<file path="src/rtl/core/gfba_pkg.sv">
// Shared types, codes and constants of the grouped free block allocator.
`default_nettype none

package gfba_pkg;

    // Default sizing: slots per group and blocks on the device
    localparam int GROUP_DEF  = 16;
    localparam int BLOCKS_DEF = 256;

    // Fixed field widths of the item interfaces
    localparam int OP_W      = 2;
    localparam int BLK_NUM_W = 8;
    localparam int COUNT_W   = 9;

    // Operation codes
    localparam logic [OP_W-1:0] OP_FORMAT   = 2'd0;
    localparam logic [OP_W-1:0] OP_ALLOCATE = 2'd1;
    localparam logic [OP_W-1:0] OP_RELEASE  = 2'd2;

    // Reset value of the reserved low block count
    localparam logic [BLK_NUM_W-1:0] RESERVED_RST = 8'd1;

    typedef struct packed {
        logic [OP_W-1:0]      operation;
        logic [BLK_NUM_W-1:0] block_number;
    } gfba_in_t;

    typedef struct packed {
        logic [BLK_NUM_W-1:0] granted_block;
        logic                 status;
        logic [COUNT_W-1:0]   free_count;
    } gfba_out_t;

    typedef enum logic [3:0] {
        ST_IDLE,
        ST_DISPATCH,
        ST_FMT_GROUP,
        ST_FMT_TOP,
        ST_ALLOC_CHK,
        ST_RELOAD_RD,
        ST_RELOAD_WR,
        ST_SPILL_RD,
        ST_SPILL_WR,
        ST_FINISH
    } gfba_state_t;

    // Datapath micro-operations issued by the controller
    typedef enum logic [4:0] {
        CMD_NONE,
        CMD_LOAD,
        CMD_FMT_INIT,
        CMD_FMT_WORD,
        CMD_FMT_LINK,
        CMD_FMT_TOP,
        CMD_EMPTY,
        CMD_TOP_RD,
        CMD_EXHAUST,
        CMD_RELOAD_START,
        CMD_POP,
        CMD_RELOAD_RD,
        CMD_RELOAD_WR,
        CMD_PUSH,
        CMD_SPILL_RD,
        CMD_SPILL_WR,
        CMD_PUBLISH
    } gfba_cmd_t;

    // Datapath conditions seen by the controller
    typedef struct packed {
        logic op_format;
        logic op_allocate;
        logic op_release;
        logic fill_zero;
        logic fill_one;
        logic fill_full;
        logic blk_ok;
        logic group_left;
        logic top_left;
        logic idx_last;
        logic link_end;
        logic out_free;
    } gfba_stat_t;

endpackage

`default_nettype wire

</file>
<file path="src/rtl/core/gfba_ctrl.sv">
// Controller state machine of the grouped free block allocator.
`default_nettype none

module gfba_ctrl (
    input  wire logic                 clk,
    input  wire logic                 rst_n,
    input  wire logic                 in_valid,
    output logic                      in_ready,
    input  wire gfba_pkg::gfba_stat_t stat,
    output gfba_pkg::gfba_cmd_t       cmd
);

    gfba_pkg::gfba_state_t state_reg;
    gfba_pkg::gfba_state_t state_next;

    // Hold the state
    always_ff @(posedge clk or negedge rst_n)
    begin
        if (!rst_n)
        begin
            state_reg <= gfba_pkg::ST_IDLE;
        end
        else
        begin
            state_reg <= state_next;
        end
    end

    // Advance to the next state
    always_comb
    begin
        state_next = state_reg;
        unique case (state_reg)
            gfba_pkg::ST_IDLE:
            begin
                if (in_valid)
                begin
                    state_next = gfba_pkg::ST_DISPATCH;
                end
            end
            gfba_pkg::ST_DISPATCH:
            begin
                if (stat.op_format)
                begin
                    state_next = gfba_pkg::ST_FMT_GROUP;
                end
                else if (stat.op_allocate && !stat.fill_zero)
                begin
                    state_next = gfba_pkg::ST_ALLOC_CHK;
                end
                else if (stat.op_release && stat.blk_ok && stat.fill_full)
                begin
                    state_next = gfba_pkg::ST_SPILL_RD;
                end
                else
                begin
                    state_next = gfba_pkg::ST_FINISH;
                end
            end
            gfba_pkg::ST_FMT_GROUP:
            begin
                if (!stat.group_left)
                begin
                    state_next = gfba_pkg::ST_FMT_TOP;
                end
            end
            gfba_pkg::ST_FMT_TOP:
            begin
                if (!stat.top_left)
                begin
                    state_next = gfba_pkg::ST_FINISH;
                end
            end
            gfba_pkg::ST_ALLOC_CHK:
            begin
                if (stat.fill_one && !stat.link_end)
                begin
                    state_next = gfba_pkg::ST_RELOAD_RD;
                end
                else
                begin
                    state_next = gfba_pkg::ST_FINISH;
                end
            end
            gfba_pkg::ST_RELOAD_RD:
            begin
                state_next = gfba_pkg::ST_RELOAD_WR;
            end
            gfba_pkg::ST_RELOAD_WR:
            begin
                state_next = stat.idx_last ? gfba_pkg::ST_FINISH : gfba_pkg::ST_RELOAD_RD;
            end
            gfba_pkg::ST_SPILL_RD:
            begin
                state_next = gfba_pkg::ST_SPILL_WR;
            end
            gfba_pkg::ST_SPILL_WR:
            begin
                state_next = stat.idx_last ? gfba_pkg::ST_FINISH : gfba_pkg::ST_SPILL_RD;
            end
            gfba_pkg::ST_FINISH:
            begin
                if (stat.out_free)
                begin
                    state_next = gfba_pkg::ST_IDLE;
                end
            end
            default:
            begin
                state_next = gfba_pkg::ST_IDLE;
            end
        endcase
    end

    // Drive the datapath commands
    always_comb
    begin
        in_ready = 1'b0;
        cmd      = gfba_pkg::CMD_NONE;
        unique case (state_reg)
            gfba_pkg::ST_IDLE:
            begin
                in_ready = 1'b1;
                if (in_valid)
                begin
                    cmd = gfba_pkg::CMD_LOAD;
                end
            end
            gfba_pkg::ST_DISPATCH:
            begin
                if (stat.op_format)
                begin
                    cmd = gfba_pkg::CMD_FMT_INIT;
                end
                else if (stat.op_allocate)
                begin
                    cmd = stat.fill_zero ? gfba_pkg::CMD_EMPTY : gfba_pkg::CMD_TOP_RD;
                end
                else if (stat.op_release && stat.blk_ok && !stat.fill_full)
                begin
                    cmd = gfba_pkg::CMD_PUSH;
                end
            end
            gfba_pkg::ST_FMT_GROUP:
            begin
                cmd = stat.group_left ? gfba_pkg::CMD_FMT_WORD : gfba_pkg::CMD_FMT_LINK;
            end
            gfba_pkg::ST_FMT_TOP:
            begin
                if (stat.top_left)
                begin
                    cmd = gfba_pkg::CMD_FMT_TOP;
                end
            end
            gfba_pkg::ST_ALLOC_CHK:
            begin
                if (!stat.fill_one)
                begin
                    cmd = gfba_pkg::CMD_POP;
                end
                else
                begin
                    cmd = stat.link_end ? gfba_pkg::CMD_EXHAUST : gfba_pkg::CMD_RELOAD_START;
                end
            end
            gfba_pkg::ST_RELOAD_RD:
            begin
                cmd = gfba_pkg::CMD_RELOAD_RD;
            end
            gfba_pkg::ST_RELOAD_WR:
            begin
                cmd = gfba_pkg::CMD_RELOAD_WR;
            end
            gfba_pkg::ST_SPILL_RD:
            begin
                cmd = gfba_pkg::CMD_SPILL_RD;
            end
            gfba_pkg::ST_SPILL_WR:
            begin
                cmd = gfba_pkg::CMD_SPILL_WR;
            end
            gfba_pkg::ST_FINISH:
            begin
                if (stat.out_free)
                begin
                    cmd = gfba_pkg::CMD_PUBLISH;
                end
            end
            default:
            begin
                cmd = gfba_pkg::CMD_NONE;
            end
        endcase
    end

endmodule

`default_nettype wire

</file>
<file path="config.mk">
export PLATFORM = sky130hd
export DESIGN_NAME = gfba_ctrl
export DESIGN_NICKNAME = d
export VERILOG_FILES = /design/src/rtl/core/gfba_pkg.sv /design/src/rtl/core/gfba_ctrl.sv
export SDC_FILE = /design/constraint.sdc
export NUM_CORES = 1
export LEC_CHECK = 0
export ABC_AREA = 1
export BUFFER_PORTS_ARGS = -buffer_cell sky130_fd_sc_hd__buf_2
export CORE_MARGIN = 3
export CORE_UTILIZATION = 40
export DETAILED_ROUTE_END_ITERATION = 7
export PLACE_DENSITY = 0.65
export SYNTH_ARGS = -nofsm -noshare
export SYNTH_HDL_FRONTEND = slang
export SYNTH_SLANG_ARGS = --single-unit
</file>
<file path="constraint.sdc">
create_clock -name clk -period 1.2 [get_ports clk]
set_input_delay 0 -clock clk [delete_from_list [all_inputs] [get_ports clk]]
set_output_delay 0 -clock clk [all_outputs]
set_load 0.02 [all_outputs]
</file>
Word level (Yosys, flattened, before mapping)
Index checks and enable logic that the tools add are counted.
{ "word_totals": {"regBits": 4, "inputBits": 15, "out_inout_bits": 6, "wordCells": 47} }
{ "op_classes": {"n_eq_ne": 13, "muxes": 23, "reduce_logical": 10} }
{ "ops": {"columns": ["op", "n"], "rows": [
  ["2-to-1 mux 4 bit", 13],
  ["one-hot mux 5 bit (10 select lines)", 1],
  ["one-hot mux 4 bit (10 select lines)", 1],
  ["== test 4 x 3 -> 1 bit (second input constant)", 4],
  ["== test 4 x 2 -> 1 bit (second input constant)", 2],
  ["== test 4 bit (second input constant)", 2],
  ["inequality test 2 bit (second input constant)", 4],
  ["2-to-1 mux 3 bit", 2],
  ["logical AND 1 bit", 5],
  ["2-to-1 mux 5 bit", 1],
  ["== test 4 x 1 -> 1 bit (second input constant)", 1],
  ["logical NOT 4 bit", 1],
  ["2-to-1 mux 1 bit", 4],
  ["AND reduction 4 bit", 1],
  ["logical NOT 1 bit", 3],
  ["2-to-1 mux 2 bit", 1]
]} }

Longest topological paths before layout
Gate-level depths: netlist of the first run.
{ "logic_depth": {"ltp_word": 6, "depth_mapped": 8, "mapped_depth_nobuf": 8} }

Worst setup path before layout of the first run
No wires, ideal clock.
{ "synth_timing": {"path_type": "reg-to-reg", "from": "register state_reg[0]", "to": "register state_reg[0]", "setup_ps": 122, "arrival_time_ps": 1099, "t_required_ps": 1078, "slack_ps": -21, "stages_incl_launch_ff": 9, "path_buffers": 0, "period_less_slack_ps": 1221, "cell_sequence": "dfrtp_1 inv_2 nand2_2 nor2_2 nand2_1 nand2_1 nor2_2 nand2_1 o21ai_1"} }
{ "synth_between": {"elab_chain_len": 3, "elab_cells_between_ends": 16, "cone_classes": "13 x eq/ne; 1 x mux; 2 x reduce/logical"} }
{ "synth_rtl": {"columns": ["item", "line_no", "rtl"], "rows": [
  ["start: declaration", "gfba_ctrl.sv:13", "gfba_pkg::gfba_state_t state_reg;"],
  ["start signal: assignment", "gfba_ctrl.sv:21", "state_reg <= gfba_pkg::ST_IDLE;"],
  ["start signal: assignment", "gfba_ctrl.sv:25", "state_reg <= state_next;"],
  ["== test 4 x 2 -> 1 bit (tied with other cells)", "gfba_ctrl.sv:33", "unique case (state_reg)"],
  ["inequality test 2 bit (no source line)", null, null],
  ["AND reduction 4 bit (no source line)", null, null]
]} }
Parallel ways exist; a longest one is shown, timed or not.
A chain may end at the register's enable or synchronous reset.

Worst setup path after layout of the first run
{ "layout_timing": {"from": "register state_reg[0]", "to": "output port cmd[0]"} }
{ "layout_between": {"elab_chain_len": 2, "elab_cells_between_ends": 11, "cone_classes": "9 x eq/ne; 1 x mux; 1 x reduce/logical"} }
{ "layout_rtl": {"columns": ["item", "line_no", "rtl"], "rows": [
  ["== test 4 bit (tied with other cells)", "gfba_ctrl.sv:120", "unique case (state_reg)"],
  ["one-hot mux 5 bit (10 select lines) *", "gfba_ctrl.sv:120", null],
  ["end: declaration", "gfba_ctrl.sv:10", "output gfba_pkg::gfba_cmd_t cmd"]
]} }
Every way passes the cells marked *; elsewhere a longest branch is shown, timed or not.

==> impl_metrics.csv, run 1 <==
group,metric,value,unit
grt,grt-ovfl-total,0,
sta,min_period,1.483,ns
route,first_iter_violations,16,
cells_and_area,diodes,0,
clock_tree,cts_htree_levels,1,
power,power_density,2459,nW/um^2
sta,setup_viol,8,
cells_and_area,fillers,99,
clock_tree,clkSinkCount,4,
power,leakage,0.0005195,uW
clock_tree,cts_made_buffers,3,
floorplan,ios,21,
outcome,status,"finished, violations left",
floorplan,dieArea,1843,um^2
flow_run,drv_cap,0,
route,drc_errors,0,
sta,clock_skew,0.008745,ns
sta,rsz0062_at_grt,"true",
route,avgViaCountPerCell,5.087,
critical_path,rrSetupSlack,-0.17,ns
clock_tree,root_buffer,"clkbuf_4",
placement,dp.cells,139,
floorplan,die_y,42.93,um
grt,grt_max_degree,7,
cells_and_area,final_cells,150,
sta,post-route-period-util,1.236,
grt,track_usage,0.2065,
yosys,ys_ff_latch,4,
clock_tree,clk_latency,0.23,ns
yosys,synth.avg_cell_area,5.296,um^2
route,num_vias,763,
cells_and_area,largest_register_ff_count,4,
floorplan,die_w,42.93,um
cells_and_area,multi_input_area,474.2,um^2
route,drt-wirelength-per-cell,12.99,um
critical_path,crit_type,"reg2out",
floorplan,core,1186,um^2
yosys,synthCells,103,
route,drt_wl_total,1.948,mm
yosys,synth_nets,118,
placement,gp_congestion,0.8728,
clock_tree,clkTransAtPathRegs,0.04,ns
yosys,ys_types,17,
clock_tree,clock_path_buffers,2,
sta,layout_setup_ws,-0.2827,ns
floorplan,rows,12,
yosys,synth_warnings,0,
placement,port-buffer-count,20,
critical_path,start_kind,"register",
route,first_pass_iters,6,
critical_path,reg2regPathDepth,9,
yosys,syn_area,545.5,um^2
route,final_antenna_net_count,0,
power,peakVddDrop,1681,uV
critical_path,arrival,1.48,ns
floorplan,initial_core_util,0.4599,
cells_and_area,drive_gt1_frac,0.5147,
clock_tree,cts_tree,"yes",
cells_and_area,syn2layout_area_growth,66.28,%
critical_path,critPathMaxFanout,4,
grt,grt_pass1_vias,746,
critical_path,crit_required,1.20,ns
worst_hold_path,hold_depth,4,
grt,antenna_found_initial,0,
grt,grt_pass1_wl,2.953,mm
yosys,ys_seq_area_frac,0.1835,
cells_and_area,nNetsFinal,153,
placement,dp_hpwl,1.280,mm
outcome,failed_checks,"setup timing",
power,power,2231,uW
sta,hold_violations,0,
cells_and_area,seqCellArea,103.9,um^2
sta,fmax,674.5,MHz
sta,max_slew_margin,0.8260,
critical_path,endpoint_kind,"primary output",
worst_hold_path,min_path_type,"in2reg",
sta,drv_slew,0,
sta,max_slew.worst_pin.slew,0.2591,ns
worst paths after layout:
| check | start | end |
|---|---|---|
| max | state_reg[0] | cmd[0] |
| min | stat[0] | state_reg[3] |
| max reg2reg | state_reg[0] | state_reg[0] |
| min reg2reg | state_reg[2] | state_reg[3] |
| max in group asynchronous | rst_n | state_reg[1] |
| min in group asynchronous | rst_n | state_reg[3] |
Yosys cell counts:
cell	number	area [um^2]
nand3b_1	1	7.510
nor3_1	1	5.000
nor2_4	2	22.52
a21oi_1	2	10.01
nor2_2	6	37.54
nand2_2	3	18.77
nand2_1	40	150.1
nand3_1	9	45.04
nor2_1	7	26.28
o21ai_0	4	20.02
nand4_1	1	6.260
o211ai_1	1	7.510
nor3b_1	1	7.510
inv_2	6	22.52
o21ai_1	2	10.01
dfrtp_1	4	100.1
inv_1	13	48.80
routing by layer:
layer,vias to the layer above,global-route usage,wire (um)
li1,385,-,-
met2,21,0.3772,1062
met3,0,0.02966,60
met1,357,0.2273,825
met4,0,0.1024,0
met5,-,0,0
cell families after synthesis:
| family | count (synthesis) | share of synthesized area |
|---|---|---|
| AND/OR/NAND/NOR | 71 | 0.5986 |
| buffers and inverters | 19 | 0.1307 |
| AO/OA/AOI/OAI | 9 | 0.08716 |
| flip-flops | 4 | 0.1835 |
critical path: stages (launching register included):
cell and delay (ns):
dfrtp_1 0.44, inv_2 0.15, nand2_4 0.09, nor2_4 0.13, nand3_2 0.09, nor3b_2 0.17
nand2_1 0.07, buf_6 0.12
placed cells by master (no fill, tap or decap), drive strengths merged:
cell type	n
dfrtp	4
nor3	1
nor2	15
o21ai	6
nand3b	1
inv	19
nor3b	1
buf	29
nand4	1
nand2	43
clkbuf	3
a21oi	2
o211ai	1
nand3	9
dlygate4sd3	1
where the power goes:
part / switching, uW / internal (uW) / total [uW] / leakage, uW
Sequential: 130 / 199 / 329 / 0.0000466
Combinational: 979 / 761 / 1740 / 0.000459
Clock: 50.1 / 111 / 162 / 0.0000138
Total: 1160 / 1070 / 2230 / 0.000520
layout make-up:
type | count | area share
tap | 14 | 0.01931
sequential | 4 | 0.1145
inverter | 19 | 0.08138
clock buffer | 3 | 0.02483
timing repair buffer | 30 | 0.2372
multi-input combinational | 80 | 0.5228
through the flow:
| step | area, um^2 | hold slack [ns] | setup WS (ns) | TNS, ns | utilization |
|---|---|---|---|---|---|
| after floorplan | 550.5 | -0.2956 | 0.04784 | 0 | - |
| after global placement | 683.2 | -0.1942 | -0.07669 | -0.08105 | 0.5759 |
| after detailed placement | 683.2 | -0.1910 | -0.03276 | -0.04582 | 0.5759 |
| after CTS | 819.5 | 0.06120 | -0.2252 | -0.8506 | 0.6909 |
| after global routing | 907.1 | 0.09627 | -0.3730 | -2.253 | 0.7648 |
| final | 907.1 | 0.07691 | -0.2827 | -1.637 | 0.7648 |
what timing repair did:
| item | CTS | global route |
|---|---|---|
| resized for setup | 22 | 20 |
| setup buffers | 5 | 2 |
| endpoints found under the setup margin | 8 | 10 |
| hold buffers | 1 | 0 |
| pin swaps | 5 | 8 |
| endpoints found under the hold margin | 4 | 0 |
Power figures use the tool's default switching activity.
==> run 2, diff against run 1 <==
==> constraint.sdc (replaced) <==
create_clock -name clk -period 1.51 [get_ports clk]
set_input_delay 0 -clock clk [delete_from_list [all_inputs] [get_ports clk]]
set_output_delay 0 -clock clk [all_outputs]
set_load 0.02 [all_outputs]
==> impl_metrics.csv, run 2 (synthesis gave the netlist of run 1 again) <==
group,metric,value,unit
cells_and_area,diodes,0,
route,drt_wl_total,1.558,mm
floorplan,rows,12,
cells_and_area,final_common_cell,"nand2_1",
route,first_iter_violations,14,
power,power_density,1793,nW/um^2
sta,max_slew_margin,0.8465,
route,num_vias,698,
worst_hold_path,min_path_type,"in2reg",
grt,grt_max_degree,7,
power,p_sw_frac,0.5565,
critical_path,crit_type,"reg2out",
clock_tree,clock_path_buffers,2,
critical_path,start_kind,"register",
outcome,status,"complete, no violations",
sta,fmax,681.9,MHz
power,seqPwrFrac,0.188,
grt,antenna_found_initial,0,
route,first_pass_iters,5,
clock_tree,clkSinkCount,4,
route,final_antenna_net_count,0,
power,internal-power,583.1,uW
power,leakage,0.0004482,uW
power,clock_power_share,0.097,
grt,grt-ovfl-total,0,
cells_and_area,syn2layout_area_growth,34.40,%
clock_tree,cts_made_buffers,3,
route,drc_errors,0,
sta,rsz0062_at_grt,"true",
cells_and_area,final_cell_mix,"38 x nand2_1, 19 x buf_2, 13 x inv_1",
cells_and_area,fin_area,733.2,um^2
placement,postPlaceCellArea,663.1,um^2
power,power,1315,uW
critical_path,endpoint_kind,"primary output",
clock_tree,clk_latency,0.23,ns
route,drt-wirelength-per-cell,10.97,um
power,comb_power_share,0.714,
floorplan,ios,21,
grt,grt_pass1_wl,2.421,mm
cells_and_area,largest_register_ff_count,4,
route,avgViaCountPerCell,4.915,
cells_and_area,drive_gt1_frac,0.3906,
power,peakVddDrop,1242,uV
flow_run,drv_cap,0,
critical_path,arrival,1.47,ns
clock_tree,cts_tree,"yes",
sta,setup_viol,0,
sta,max_slew.worst_pin.slew,0.2284,ns
floorplan,die_y,42.93,um
power,p_switching,731.6,uW
floorplan,initial_core_util,0.4599,
clock_tree,cts_htree_levels,1,
placement,port-buffer-count,20,
cells_and_area,nNetsFinal,145,
grt,track_usage,0.1644,
placement,gp_congestion,0.8733,
critical_path,critPathMaxFanout,4,
sta,min_period,1.467,ns
clock_tree,root_buffer,"clkbuf_4",
sta,drv_slew,0,
floorplan,die_w,42.93,um
sta,clock_skew,0.005955,ns
sta,post-route-period-util,0.9712,
critical_path,crit_required,1.51,ns
clock_tree,clkTransAtPathRegs,0.04,ns
sta,hold_violations,0,
grt,grt_pass1_vias,655,
floorplan,core,1186,um^2
placement,dp_hpwl,1.256,mm
floorplan,dieArea,1843,um^2
[run 2: per-layer routing]
layer,global-route usage,wire length (um),up-vias
met5,0,0,-
met4,0.03614,0,0
met3,0.05085,116,0
met2,0.2844,752,27
met1,0.1970,689,304
li1,-,-,367
[run 2: final timing paths]
path / from / depth (start not counted) / end / slack, ns
max: state_reg[3] / 7 / cmd[0] / 0.04
min: stat[0] / 4 / state_reg[3] / 0.08
max reg2reg: state_reg[2] / 8 / state_reg[0] / 0.23
min reg2reg: state_reg[0] / 2 / state_reg[0] / 0.66
max in group asynchronous: rst_n / 2 / state_reg[2] / 1.27
min in group asynchronous: rst_n / 2 / state_reg[3] / 0.11
[run 2: layout make-up]
type                            count  area (um^2)
Clock buffer                        3        22.52
Fill cell                         123        452.9
Inverter                           19        73.82
Multi-Input combinational cell     80        394.1
Sequential cell                     4        105.1
Tap cell                           14        17.52
Timing Repair Buffer               22        120.1
[run 2: worst max-delay path, cell delays in order (launching register included)]
cell and delay [ns]:
dfrtp_2 0.44, inv_2 0.10, nand2_1 0.09, nor2_2 0.13
nand3_1 0.09, nor3b_2 0.17, nand2_1 0.06, buf_2 0.16
[run 2: what timing repair did]
action / in CTS / in global routing
gates resized for setup: 0 / 12
setup endpoints to repair: 1 / 4
buffers inserted: 0 / 1
gates cloned: 0 / 0
hold endpoints to repair: 4 / 0
hold buffers: 1 / 0
pin swaps: 0 / 3
[run 2: power groups by stage]
stage / combinational (uW) / sequential, uW / clock (uW)
after global routing: 1040 / 254 / 143
after CTS: 872 / 220 / 133
after floorplan: 646 / 210 / 0
after global placement: 875 / 219 / 0
final: 939 / 248 / 128
after detailed placement: 866 / 221 / 0
[run 2: stage by stage]
step	hold WS [ns]	setup TNS, ns	worst slack, ns	utilization	instances
final	0.07748	0	0.04348	0.6181	142
after global routing	0.09821	-0.01139	-0.01139	0.6181	142
after CTS	0.06926	-0.001460	-0.001460	0.5865	141
after detailed placement	-0.1933	0	0.2170	0.5591	137
after global placement	-0.1935	0	0.1944	0.5591	137
after floorplan	-0.2956	0	0.2893	-	103
